==> src/assert_macros.svh <==
// Assertion macros for the vertex transform block
`ifndef ASSERT_MACROS_SVH
`define ASSERT_MACROS_SVH
`ifndef NO_ASSERTIONS
`define VTP_ASSERT(label, clk, rst_n, prop, msg) \
    label: assert property (@(posedge clk) disable iff (!rst_n) prop) else $error(msg);
`define VTP_NEVER(label, clk, rst_n, expr, msg) \
    label: assert property (@(posedge clk) disable iff (!rst_n) !(expr)) else $error(msg);
`else
`define VTP_ASSERT(label, clk, rst_n, prop, msg)
`define VTP_NEVER(label, clk, rst_n, expr, msg)
`endif
`endif

==> src/vtp_pkg.sv <==
// Shared constants and types for the vertex transform block
package vtp_pkg;
    localparam int FRAC_BITS = 8;
    localparam int COORD_W   = 16;
    localparam int ELEM_W    = 16;
    localparam int ROW_W     = 48;
    localparam int DIST_W    = 16;
    localparam int WORLD_W   = 32;
    localparam int PROD_W    = 32;
    localparam int ACC_W     = 34;
    localparam int NUM_W     = 49;
    localparam int QMAG_W    = 48;
    localparam int DEN_W     = 32;
    localparam int IDX_W     = 3;

    localparam logic [IDX_W-1:0] REG_ROW_X    = 3'd0;
    localparam logic [IDX_W-1:0] REG_ROW_Y    = 3'd1;
    localparam logic [IDX_W-1:0] REG_ROW_Z    = 3'd2;
    localparam logic [IDX_W-1:0] REG_ROW_SHIFT = 3'd3;
    localparam logic [IDX_W-1:0] REG_DISTANCE = 3'd4;

    typedef struct packed {
        logic valid;
        logic last;
    } pipe_ctl_t;

    typedef struct packed {
        logic                        valid;
        logic                        last;
        logic                        neg_x;
        logic                        neg_y;
        logic                        zero;
        logic signed [WORLD_W-1:0]   wx;
        logic signed [WORLD_W-1:0]   wy;
        logic signed [WORLD_W-1:0]   wz;
    } div_side_t;

    function automatic logic signed [ELEM_W-1:0] elem(input logic [ROW_W-1:0] row,
                                                     input int unsigned col);
        return row[col*ELEM_W +: ELEM_W];
    endfunction
endpackage

==> src/vtp_prep.sv <==
// Projection set-up: distance products, then magnitudes and signs for the divider
module vtp_prep (
    input  logic                                  aclk,
    input  logic                                  aresetn,
    input  logic                                  en,
    input  vtp_pkg::pipe_ctl_t                    ctl_in,
    input  logic signed [vtp_pkg::WORLD_W-1:0]    wx,
    input  logic signed [vtp_pkg::WORLD_W-1:0]    wy,
    input  logic signed [vtp_pkg::WORLD_W-1:0]    wz,
    input  logic [vtp_pkg::DIST_W-1:0]            view_dist,
    output vtp_pkg::div_side_t                    side_out,
    output logic [vtp_pkg::QMAG_W-1:0]            num_x,
    output logic [vtp_pkg::QMAG_W-1:0]            num_y,
    output logic [vtp_pkg::DEN_W-1:0]             den
);
    vtp_pkg::pipe_ctl_t ctl_reg;
    logic signed [vtp_pkg::NUM_W-1:0]   px_reg, py_reg;
    logic signed [vtp_pkg::WORLD_W-1:0] wx_reg, wy_reg, wz_reg;
    vtp_pkg::div_side_t side_reg;
    logic [vtp_pkg::QMAG_W-1:0] nx_reg, ny_reg;
    logic [vtp_pkg::DEN_W-1:0]  den_reg;
    logic signed [vtp_pkg::DIST_W:0] dist_s;
    logic [vtp_pkg::NUM_W-1:0] ax, ay;
    logic [vtp_pkg::WORLD_W-1:0] az;

    assign dist_s = {1'b0, view_dist};
    assign ax = px_reg[vtp_pkg::NUM_W-1] ? vtp_pkg::NUM_W'(-px_reg) : px_reg;
    assign ay = py_reg[vtp_pkg::NUM_W-1] ? vtp_pkg::NUM_W'(-py_reg) : py_reg;
    assign az = wz_reg[vtp_pkg::WORLD_W-1] ? vtp_pkg::WORLD_W'(-wz_reg) : wz_reg;

    always_ff @(posedge aclk) begin
        if (!aresetn) begin
            ctl_reg        <= '0;
            side_reg.valid <= 1'b0;
        end else if (en) begin
            ctl_reg        <= ctl_in;
            side_reg.valid <= ctl_reg.valid;
        end
    end

    always_ff @(posedge aclk) begin
        if (en) begin
            px_reg  <= vtp_pkg::NUM_W'(dist_s) * vtp_pkg::NUM_W'(wx);
            py_reg  <= vtp_pkg::NUM_W'(dist_s) * vtp_pkg::NUM_W'(wy);
            wx_reg  <= wx;
            wy_reg  <= wy;
            wz_reg  <= wz;
            side_reg.last  <= ctl_reg.last;
            side_reg.neg_x <= px_reg[vtp_pkg::NUM_W-1] ^ wz_reg[vtp_pkg::WORLD_W-1];
            side_reg.neg_y <= py_reg[vtp_pkg::NUM_W-1] ^ wz_reg[vtp_pkg::WORLD_W-1];
            side_reg.zero  <= (wz_reg == '0);
            side_reg.wx    <= wx_reg;
            side_reg.wy    <= wy_reg;
            side_reg.wz    <= wz_reg;
            nx_reg  <= ax[vtp_pkg::QMAG_W-1:0];
            ny_reg  <= ay[vtp_pkg::QMAG_W-1:0];
            den_reg <= az;
        end
    end

    assign side_out = side_reg;
    assign num_x = nx_reg;
    assign num_y = ny_reg;
    assign den   = den_reg;
endmodule

==> config.mk <==
export PLATFORM = sky130hd
export DESIGN_NAME = vtp_prep
export DESIGN_NICKNAME = d
export VERILOG_FILES = /design/src/assert_macros.svh /design/src/vtp_pkg.sv /design/src/vtp_prep.sv
export SDC_FILE = /design/constraint.sdc
export NUM_CORES = 2
export LEC_CHECK = 0
export ABC_AREA = 1
export BUFFER_PORTS_ARGS = -buffer_cell sky130_fd_sc_hd__buf_2
export CORE_MARGIN = 3
export CORE_UTILIZATION = 55
export DETAILED_ROUTE_END_ITERATION = 10
export GPL_TIMING_DRIVEN = 0
export PLACE_DENSITY = 0.73
export SYNTH_ARGS = -nofsm -noshare
export SYNTH_HDL_FRONTEND = slang
export SYNTH_SLANG_ARGS = --single-unit
==> constraint.sdc <==
create_clock -name aclk -period 10.2 [get_ports aclk]
set_input_delay 2.04 -clock aclk [delete_from_list [all_inputs] [get_ports aclk]]
set_output_delay 2.04 -clock aclk [all_outputs]
set_load 0.005 [all_outputs]
# Word-level counts from Yosys, hierarchy flattened
# Index checks and enable logic that the tools add are counted.
# totals
register_bits,425
inputBits,117
output_inout_bits,229
word_cells,30
# classes
n_addsub,3
multipliers,2
n_mux,3
bitwise_logic,2
n_reduce_logical,1
# ops
op,count
multiplier 17 x 32 -> 49 bit,2
two-way mux 48 bit,2
negation 48 bit,2
zero test 32 bit,1
negation 32 bit,1
two-way mux 31 bit,1
XOR 1 bit,2

# Logic depth before layout (Yosys ltp)
# logic_depth
depth_word,2
depth_mapped,27

# Worst setup path after synthesis
# No wires, ideal clock.
# synth_path
kind,input-to-reg
startpoint,input port view_dist[3] in the netlist's numbering
endpoint,"register py_reg[47] in the netlist's numbering, data pin"
setup_time_ns,0.254
t_arrival_ns,7.276
slack_ns,2.671
cell_stages,21
n_path_buf,2
path_cell_list,clkbuf_1 -> clkbuf_1 -> nand2_1 -> fa_1 -> fa_1 -> inv_1 -> fa_1 -> inv_1 -> fa_1 -> fa_1 -> fa_1 -> inv_1 -> ha_1 -> inv_1 -> nor3_1 -> and2_1 -> nand2_1 -> inv_1 -> nand3_1 -> nand4_1 -> nand2_1
# synth_via
elab_chain_len,1
# synth_lines
item,line_no,source
from (decl),vtp_prep.sv:10,"input logic [vtp_pkg::DIST_W-1:0] view_dist,"
multiplier 17 x 32 -> 49 bit,vtp_prep.sv:44,py_reg <= vtp_pkg::NUM_W'(dist_s) * vtp_pkg::NUM_W'(wy);
to (signal assigned),vtp_prep.sv:44,
to (decl),vtp_prep.sv:17,"logic signed [vtp_pkg::NUM_W-1:0] px_reg, py_reg;"
# Every way passes these cells.
# A chain may end at the register's enable or synchronous reset.

# Final worst setup path
# layout_path
startpoint,input port view_dist[4] in the netlist's numbering
endpoint,"register py_reg[46] in the netlist's numbering, data pin"
# The elaborated chain is that of the path after synthesis.

==> flow_summary.html <==
<table>
<tr><th>Metric</th><th>Value</th></tr>
<tr><th colspan="2">Clocking</th></tr>
<tr><td>Max Root-Sink Buffers</td><td>3</td></tr>
<tr><td>TritonCTS clock tree</td><td>built</td></tr>
<tr><td>CTS sink count</td><td>~420</td></tr>
<tr><td>Source-to-sink clock delay at the later pin of the worst-skew pair</td><td>0.62 ns</td></tr>
<tr><td>Depth of the CTS H-tree</td><td>2</td></tr>
<tr><td>Root Buffer Master</td><td>sky130_fd_sc_hd__clkbuf_16</td></tr>
<tr><td>Clock transition at path regs</td><td>~0.060 ns</td></tr>
<tr><td>Count of buffers added by post-CTS timing repair for setup</td><td>0</td></tr>
<tr><td>Post-cts resize count</td><td>0</td></tr>
<tr><td>Cts-stage hold buffer count</td><td>0</td></tr>
<tr><td>TritonCTS Buffers</td><td>between 40 and 50</td></tr>
<tr><th colspan="2">Global routing</th></tr>
<tr><td>Initial antenna violation count</td><td>4</td></tr>
<tr><td>Via count of the first global-routing pass</td><td>45200</td></tr>
<tr><td>Maximum number of pins on one net before global-route repair</td><td>130</td></tr>
<tr><td>Total gr overflow</td><td>0</td></tr>
<tr><td>Wire length of the first global-routing pass</td><td>261000 microns</td></tr>
<tr><td>Total Routing Usage GR</td><td>between 30% and 40%</td></tr>
<tr><th colspan="2">Routing</th></tr>
<tr><td>Post-detailed-route via-to-cell ratio</td><td>approximately 5.2</td></tr>
<tr><td>Post-detailed-route DRC marker count</td><td>0</td></tr>
<tr><td>DR WL/cell</td><td>a little over 20 microns</td></tr>
<tr><td>Total vias in the final route</td><td>around 44000</td></tr>
<tr><td>Number of DRC markers after the initial detailed-route iteration</td><td>about 4000</td></tr>
<tr><td>Total wire length</td><td>169000 microns</td></tr>
<tr><td>Remaining antenna violation count</td><td>0</td></tr>
<tr><td>Router iterations before antenna repair</td><td>7</td></tr>
<tr><th colspan="2">STA</th></tr>
<tr><td>Unrepaired setup endpoints after global routing</td><td>no</td></tr>
<tr><td>Crit share post-route</td><td>88.8%</td></tr>
<tr><td>Fin. max-slew vios</td><td>10</td></tr>
<tr><td>Transition time of the tightest slew-check pin</td><td>between 1.5 and 2 ns</td></tr>
<tr><td>Post-layout min period</td><td>between 9 and 10 ns</td></tr>
<tr><td>Final count of hold timing violations</td><td>0</td></tr>
<tr><td>Clk_skew</td><td>around 0.012 ns</td></tr>
<tr><td>Final Setup Violations</td><td>0</td></tr>
<tr><td>Setup_tns</td><td>0 ns</td></tr>
<tr><td>Timing-limited maximum frequency</td><td>around 110 MHz</td></tr>
<tr><td>Max-Slew Margin vs Limit</td><td>-0.361%</td></tr>
<tr><th colspan="2">Synth</th></tr>
<tr><td>Total of warnings raised by yosys</td><td>0</td></tr>
<tr><td>Synth Flop Type</td><td>sky130_fd_sc_hd__edfxtp_1</td></tr>
<tr><td>Total nets after synthesis</td><td>roughly 7900</td></tr>
<tr><td>Count leader, synth</td><td>sky130_fd_sc_hd__inv_1</td></tr>
<tr><td>Share of Yosys cell area claimed by the top area cell type</td><td>35.1%</td></tr>
<tr><td>Top cells by area, synth</td><td>sky130_fd_sc_hd__fa_1 35%, sky130_fd_sc_hd__edfxtp_1 23%, sky130_fd_sc_hd__inv_1 13%</td></tr>
<tr><td>Async set or reset register ratio after synthesis</td><td>0%</td></tr>
<tr><td>Sequential fraction of the synthesis area</td><td>between 20 and 25%</td></tr>
<tr><td>Synth top cells by count</td><td>1907 x sky130_fd_sc_hd__inv_1, 1680 x sky130_fd_sc_hd__nand2_1, 978 x sky130_fd_sc_hd__fa_1</td></tr>
<tr><td>Post-synthesis cell type count</td><td>47</td></tr>
<tr><td>Cells after Synth</td><td>about 6600</td></tr>
<tr><td>Count of flip-flops with a built-in enable after synthesis</td><td>between 400 and 500</td></tr>
<tr><td>Number of synthesized register bits</td><td>around 420</td></tr>
<tr><td>Syn avg cell area</td><td>about 8.5 sq um</td></tr>
<tr><td>Cell accounting for the most synthesized area</td><td>sky130_fd_sc_hd__fa_1</td></tr>
<tr><td>Post-synthesis instance area</td><td>about 56000 sq um</td></tr>
<tr><th colspan="2">Run status</th></tr>
<tr><td>Violated checks</td><td>max-capacitance violations, max-slew violations</td></tr>
<tr><td>Result of the run</td><td>complete, but fails checks</td></tr>
<tr><th colspan="2">Worst setup path</th></tr>
<tr><td>Maximum single-stage delay on the critical path</td><td>1.00 ns</td></tr>
<tr><td>Reg-to-reg setup timing slack</td><td>7.97 ns</td></tr>
<tr><td>Highest fanout seen on the critical path</td><td>10</td></tr>
<tr><td>CP endpoint kind</td><td>flop</td></tr>
<tr><td>Type of element launching the critical path</td><td>input pin</td></tr>
<tr><td>Critical path data required time</td><td>between 10 and 15 ns</td></tr>
<tr><td>Worst reg2reg startpoint</td><td>py_reg[0]</td></tr>
<tr><td>Critical setup path kind</td><td>input pin to flop</td></tr>
<tr><td>Critical register-to-register path endpoint</td><td>num_y[24]</td></tr>
<tr><td>Worst-case reg-to-reg path depth</td><td>10</td></tr>
<tr><td>Cell at the slowest stage of the critical path</td><td>sky130_fd_sc_hd__clkbuf_1</td></tr>
<tr><td>Library cell appearing most often on the critical path</td><td>sky130_fd_sc_hd__fa_1</td></tr>
<tr><td>Ordered cell list for the critical path</td><td>clkbuf_1 -&gt; buf_1 -&gt; nand2_1 -&gt; fa_1 -&gt; fa_1 -&gt; inv_1 -&gt; fa_1 -&gt; fa_1 -&gt; fa_1 -&gt; inv_1 -&gt; fa_1 -&gt; inv_1 -&gt; ha_1 -&gt; nand2_1 -&gt; nor2_1 -&gt; inv_1 -&gt; nor2_1 -&gt; nand2_1 -&gt; nor3_1 -&gt; nand2_1 -&gt; nand4_1 -&gt; nand2_1</td></tr>
<tr><td>Data arrival time at the worst-slack endpoint</td><td>roughly 9.4 ns</td></tr>
<tr><th colspan="2">Floorplan</th></tr>
<tr><td>Floorplan die height</td><td>around 320 microns</td></tr>
<tr><td>Die footprint</td><td>~110000 sq um</td></tr>
<tr><td>Die Wd</td><td>about 320 microns</td></tr>
<tr><td>Placeable Area</td><td>approximately 100000 sq um</td></tr>
<tr><td>Row count</td><td>between 100 and 150</td></tr>
<tr><td>Number of primary I/O pins</td><td>between 300 and 400</td></tr>
<tr><td>Effective utilization at floorplan</td><td>a little under three fifths</td></tr>
<tr><th colspan="2">Layout</th></tr>
<tr><td>Multi-input combinational cell area</td><td>between 30000 and 40000 sq um</td></tr>
<tr><td>Sequential cell area</td><td>approximately 13000 sq um</td></tr>
<tr><td>Filler Cells Inserted</td><td>a little under 9000</td></tr>
<tr><td>Count of nets after finishing</td><td>around 8300</td></tr>
<tr><td>Number of flip-flops under the largest register name</td><td>101</td></tr>
<tr><td>Layout overhead on the synthesized area</td><td>8.99%</td></tr>
<tr><td>Share of cells above drive strength 1</td><td>a little over 7%</td></tr>
<tr><th colspan="2">Placed design</th></tr>
<tr><td>Port-buffer cells</td><td>between 300 and 400</td></tr>
<tr><td>Detailed placement HPWL</td><td>~140000 microns</td></tr>
<tr><td>Final weighted congestion in routability-driven placement</td><td>0.996</td></tr>
<tr><th colspan="2">Flow run</th></tr>
<tr><td>Count of maximum capacitance violations</td><td>1</td></tr>
<tr><th colspan="2">Worst hold path</th></tr>
<tr><td>Hold-critical path endpoint</td><td>side_out[51]</td></tr>
<tr><td>Min-delay src</td><td>wy_reg[19]</td></tr>
<tr><td>Path category of the worst min-delay check</td><td>flop to flop</td></tr>
<tr><td>Min-Delay Path Depth</td><td>0</td></tr>
</table>
[per-stage QoR]
step / area [sq um] / hold slack (ns) / worst slack, ns / std cells / utilization, %
detailed placement: 59200 / 0.405 / 0.670 / 8253 / 59.1
finish: 60800 / 0.410 / 1.14 / 8343 / 60.6
floorplan: 55800 / 0.400 / 2.67 / 6564 / -
CTS: 60800 / 0.413 / 1.31 / 8338 / 60.6
global placement: 59100 / 0.400 / 0.658 / 8250 / 59.0
global route: 60800 / 0.403 / 0.991 / 8338 / 60.6
[worst max-delay path by stage]
| stage | endpoint | startpoint | slack [ns] |
|---|---|---|---|
| after floorplan | py_reg[47] | view_dist[3] | 2.67 |
| after global placement | ctl_reg[1] | en | 0.66 |
| after detailed placement | py_reg[45] | view_dist[3] | 0.67 |
| after CTS | py_reg[45] | view_dist[3] | 1.31 |
| after global routing | px_reg[45] | view_dist[3] | 0.99 |
| final | py_reg[46] | view_dist[4] | 1.14 |
[worst max-delay path, delay by kind of cell]
kind	cells	cell delay [ns]
AND/OR/NAND/NOR	9	1.47
adder cells (fa/ha/maj)	7	3.59
buffers and inverters	6	2.34
[layout make-up]
| class | instances | share of cell area, % |
|---|---|---|
| plain buffers | 258 | 1.61 |
| clock buffers | 50 | 1.92 |
| repair buffers | 332 | 2.86 |
| multi-input cells | 3966 | 57.4 |
| well taps | 1357 | 2.79 |
| clock inverters | 35 | 0.648 |
| flip-flops and latches | 424 | 20.9 |
| diodes | 5 | 0.0206 |
| inverters | 1916 | 11.8 |
[kinds of logic (layout without fill, tap and decap cells)]
family | count (synthesis) | in the layout | synth area share (%)
buffers and inverters | 2174 | 2591 | 14.6
flip-flops | 424 | 424 | 22.8
other | 0 | 5 | 0
XOR/XNOR | 183 | 183 | 2.87
adder cells (fa/ha/maj) | 1215 | 1215 | 40.4
AND/OR/NAND/NOR | 2288 | 2288 | 16.6
AO/OA/AOI/OAI | 280 | 280 | 2.75
[per-layer routing]
| metal | routed length, microns | global-route usage, % | up-vias |
|---|---|---|---|
| li1 | - | - | 19700 |
| met1 | 62000 | 40.4 | 21100 |
| met2 | 79200 | 53.9 | 2203 |
| met3 | 16200 | 6.74 | 514 |
| met4 | 11200 | 17.6 | 2 |
| met5 | 13 | 0 | - |
[layout by cell type, fill, tap and decap left out, types with 4 or more instances in the layout]
cell type | synthesis | final
sky130_fd_sc_hd__inv_1 | 1907 | 1907
sky130_fd_sc_hd__nand2_1 | 1680 | 1680
sky130_fd_sc_hd__fa_1 | 978 | 978
sky130_fd_sc_hd__edfxtp_1 | 421 | 421
sky130_fd_sc_hd__buf_2 | 4 | 332
sky130_fd_sc_hd__nor2_1 | 328 | 328
sky130_fd_sc_hd__ha_1 | 237 | 237
sky130_fd_sc_hd__clkbuf_1 | 216 | 216
sky130_fd_sc_hd__xor2_1 | 128 | 128
sky130_fd_sc_hd__nand3_1 | 124 | 124
sky130_fd_sc_hd__a21oi_1 | 122 | 122
sky130_fd_sc_hd__o21ai_0 | 109 | 109
sky130_fd_sc_hd__xnor2_1 | 55 | 55
sky130_fd_sc_hd__nand4_1 | 54 | 54
sky130_fd_sc_hd__clkbuf_16 | 0 | 46
sky130_fd_sc_hd__buf_1 | 37 | 37
sky130_fd_sc_hd__nand2_2 | 21 | 21
sky130_fd_sc_hd__nor3_1 | 18 | 18
sky130_fd_sc_hd__nor2_2 | 15 | 15
sky130_fd_sc_hd__clkinv_1 | 1 | 14
sky130_fd_sc_hd__nor3_2 | 13 | 13
sky130_fd_sc_hd__nand3_2 | 10 | 10
sky130_fd_sc_hd__a21oi_2 | 9 | 9
sky130_fd_sc_hd__inv_2 | 8 | 8
sky130_fd_sc_hd__o21bai_1 | 7 | 7
sky130_fd_sc_hd__bufinv_16 | 0 | 7
sky130_fd_sc_hd__nand3b_1 | 6 | 6
sky130_fd_sc_hd__nor4_1 | 6 | 6
sky130_fd_sc_hd__diode_2 | 0 | 5
sky130_fd_sc_hd__o21ai_1 | 5 | 5
sky130_fd_sc_hd__o211ai_1 | 5 | 5
sky130_fd_sc_hd__clkinvlp_4 | 0 | 5
sky130_fd_sc_hd__clkinv_2 | 0 | 5
sky130_fd_sc_hd__clkbuf_2 | 0 | 4
sky130_fd_sc_hd__a31oi_1 | 4 | 4
sky130_fd_sc_hd__o21a_1 | 4 | 4
sky130_fd_sc_hd__o21ai_2 | 4 | 4
Power is left out: the tool's default activity adds up to more than one toggle a clock period on the data nets, which glitch-free logic cannot reach.
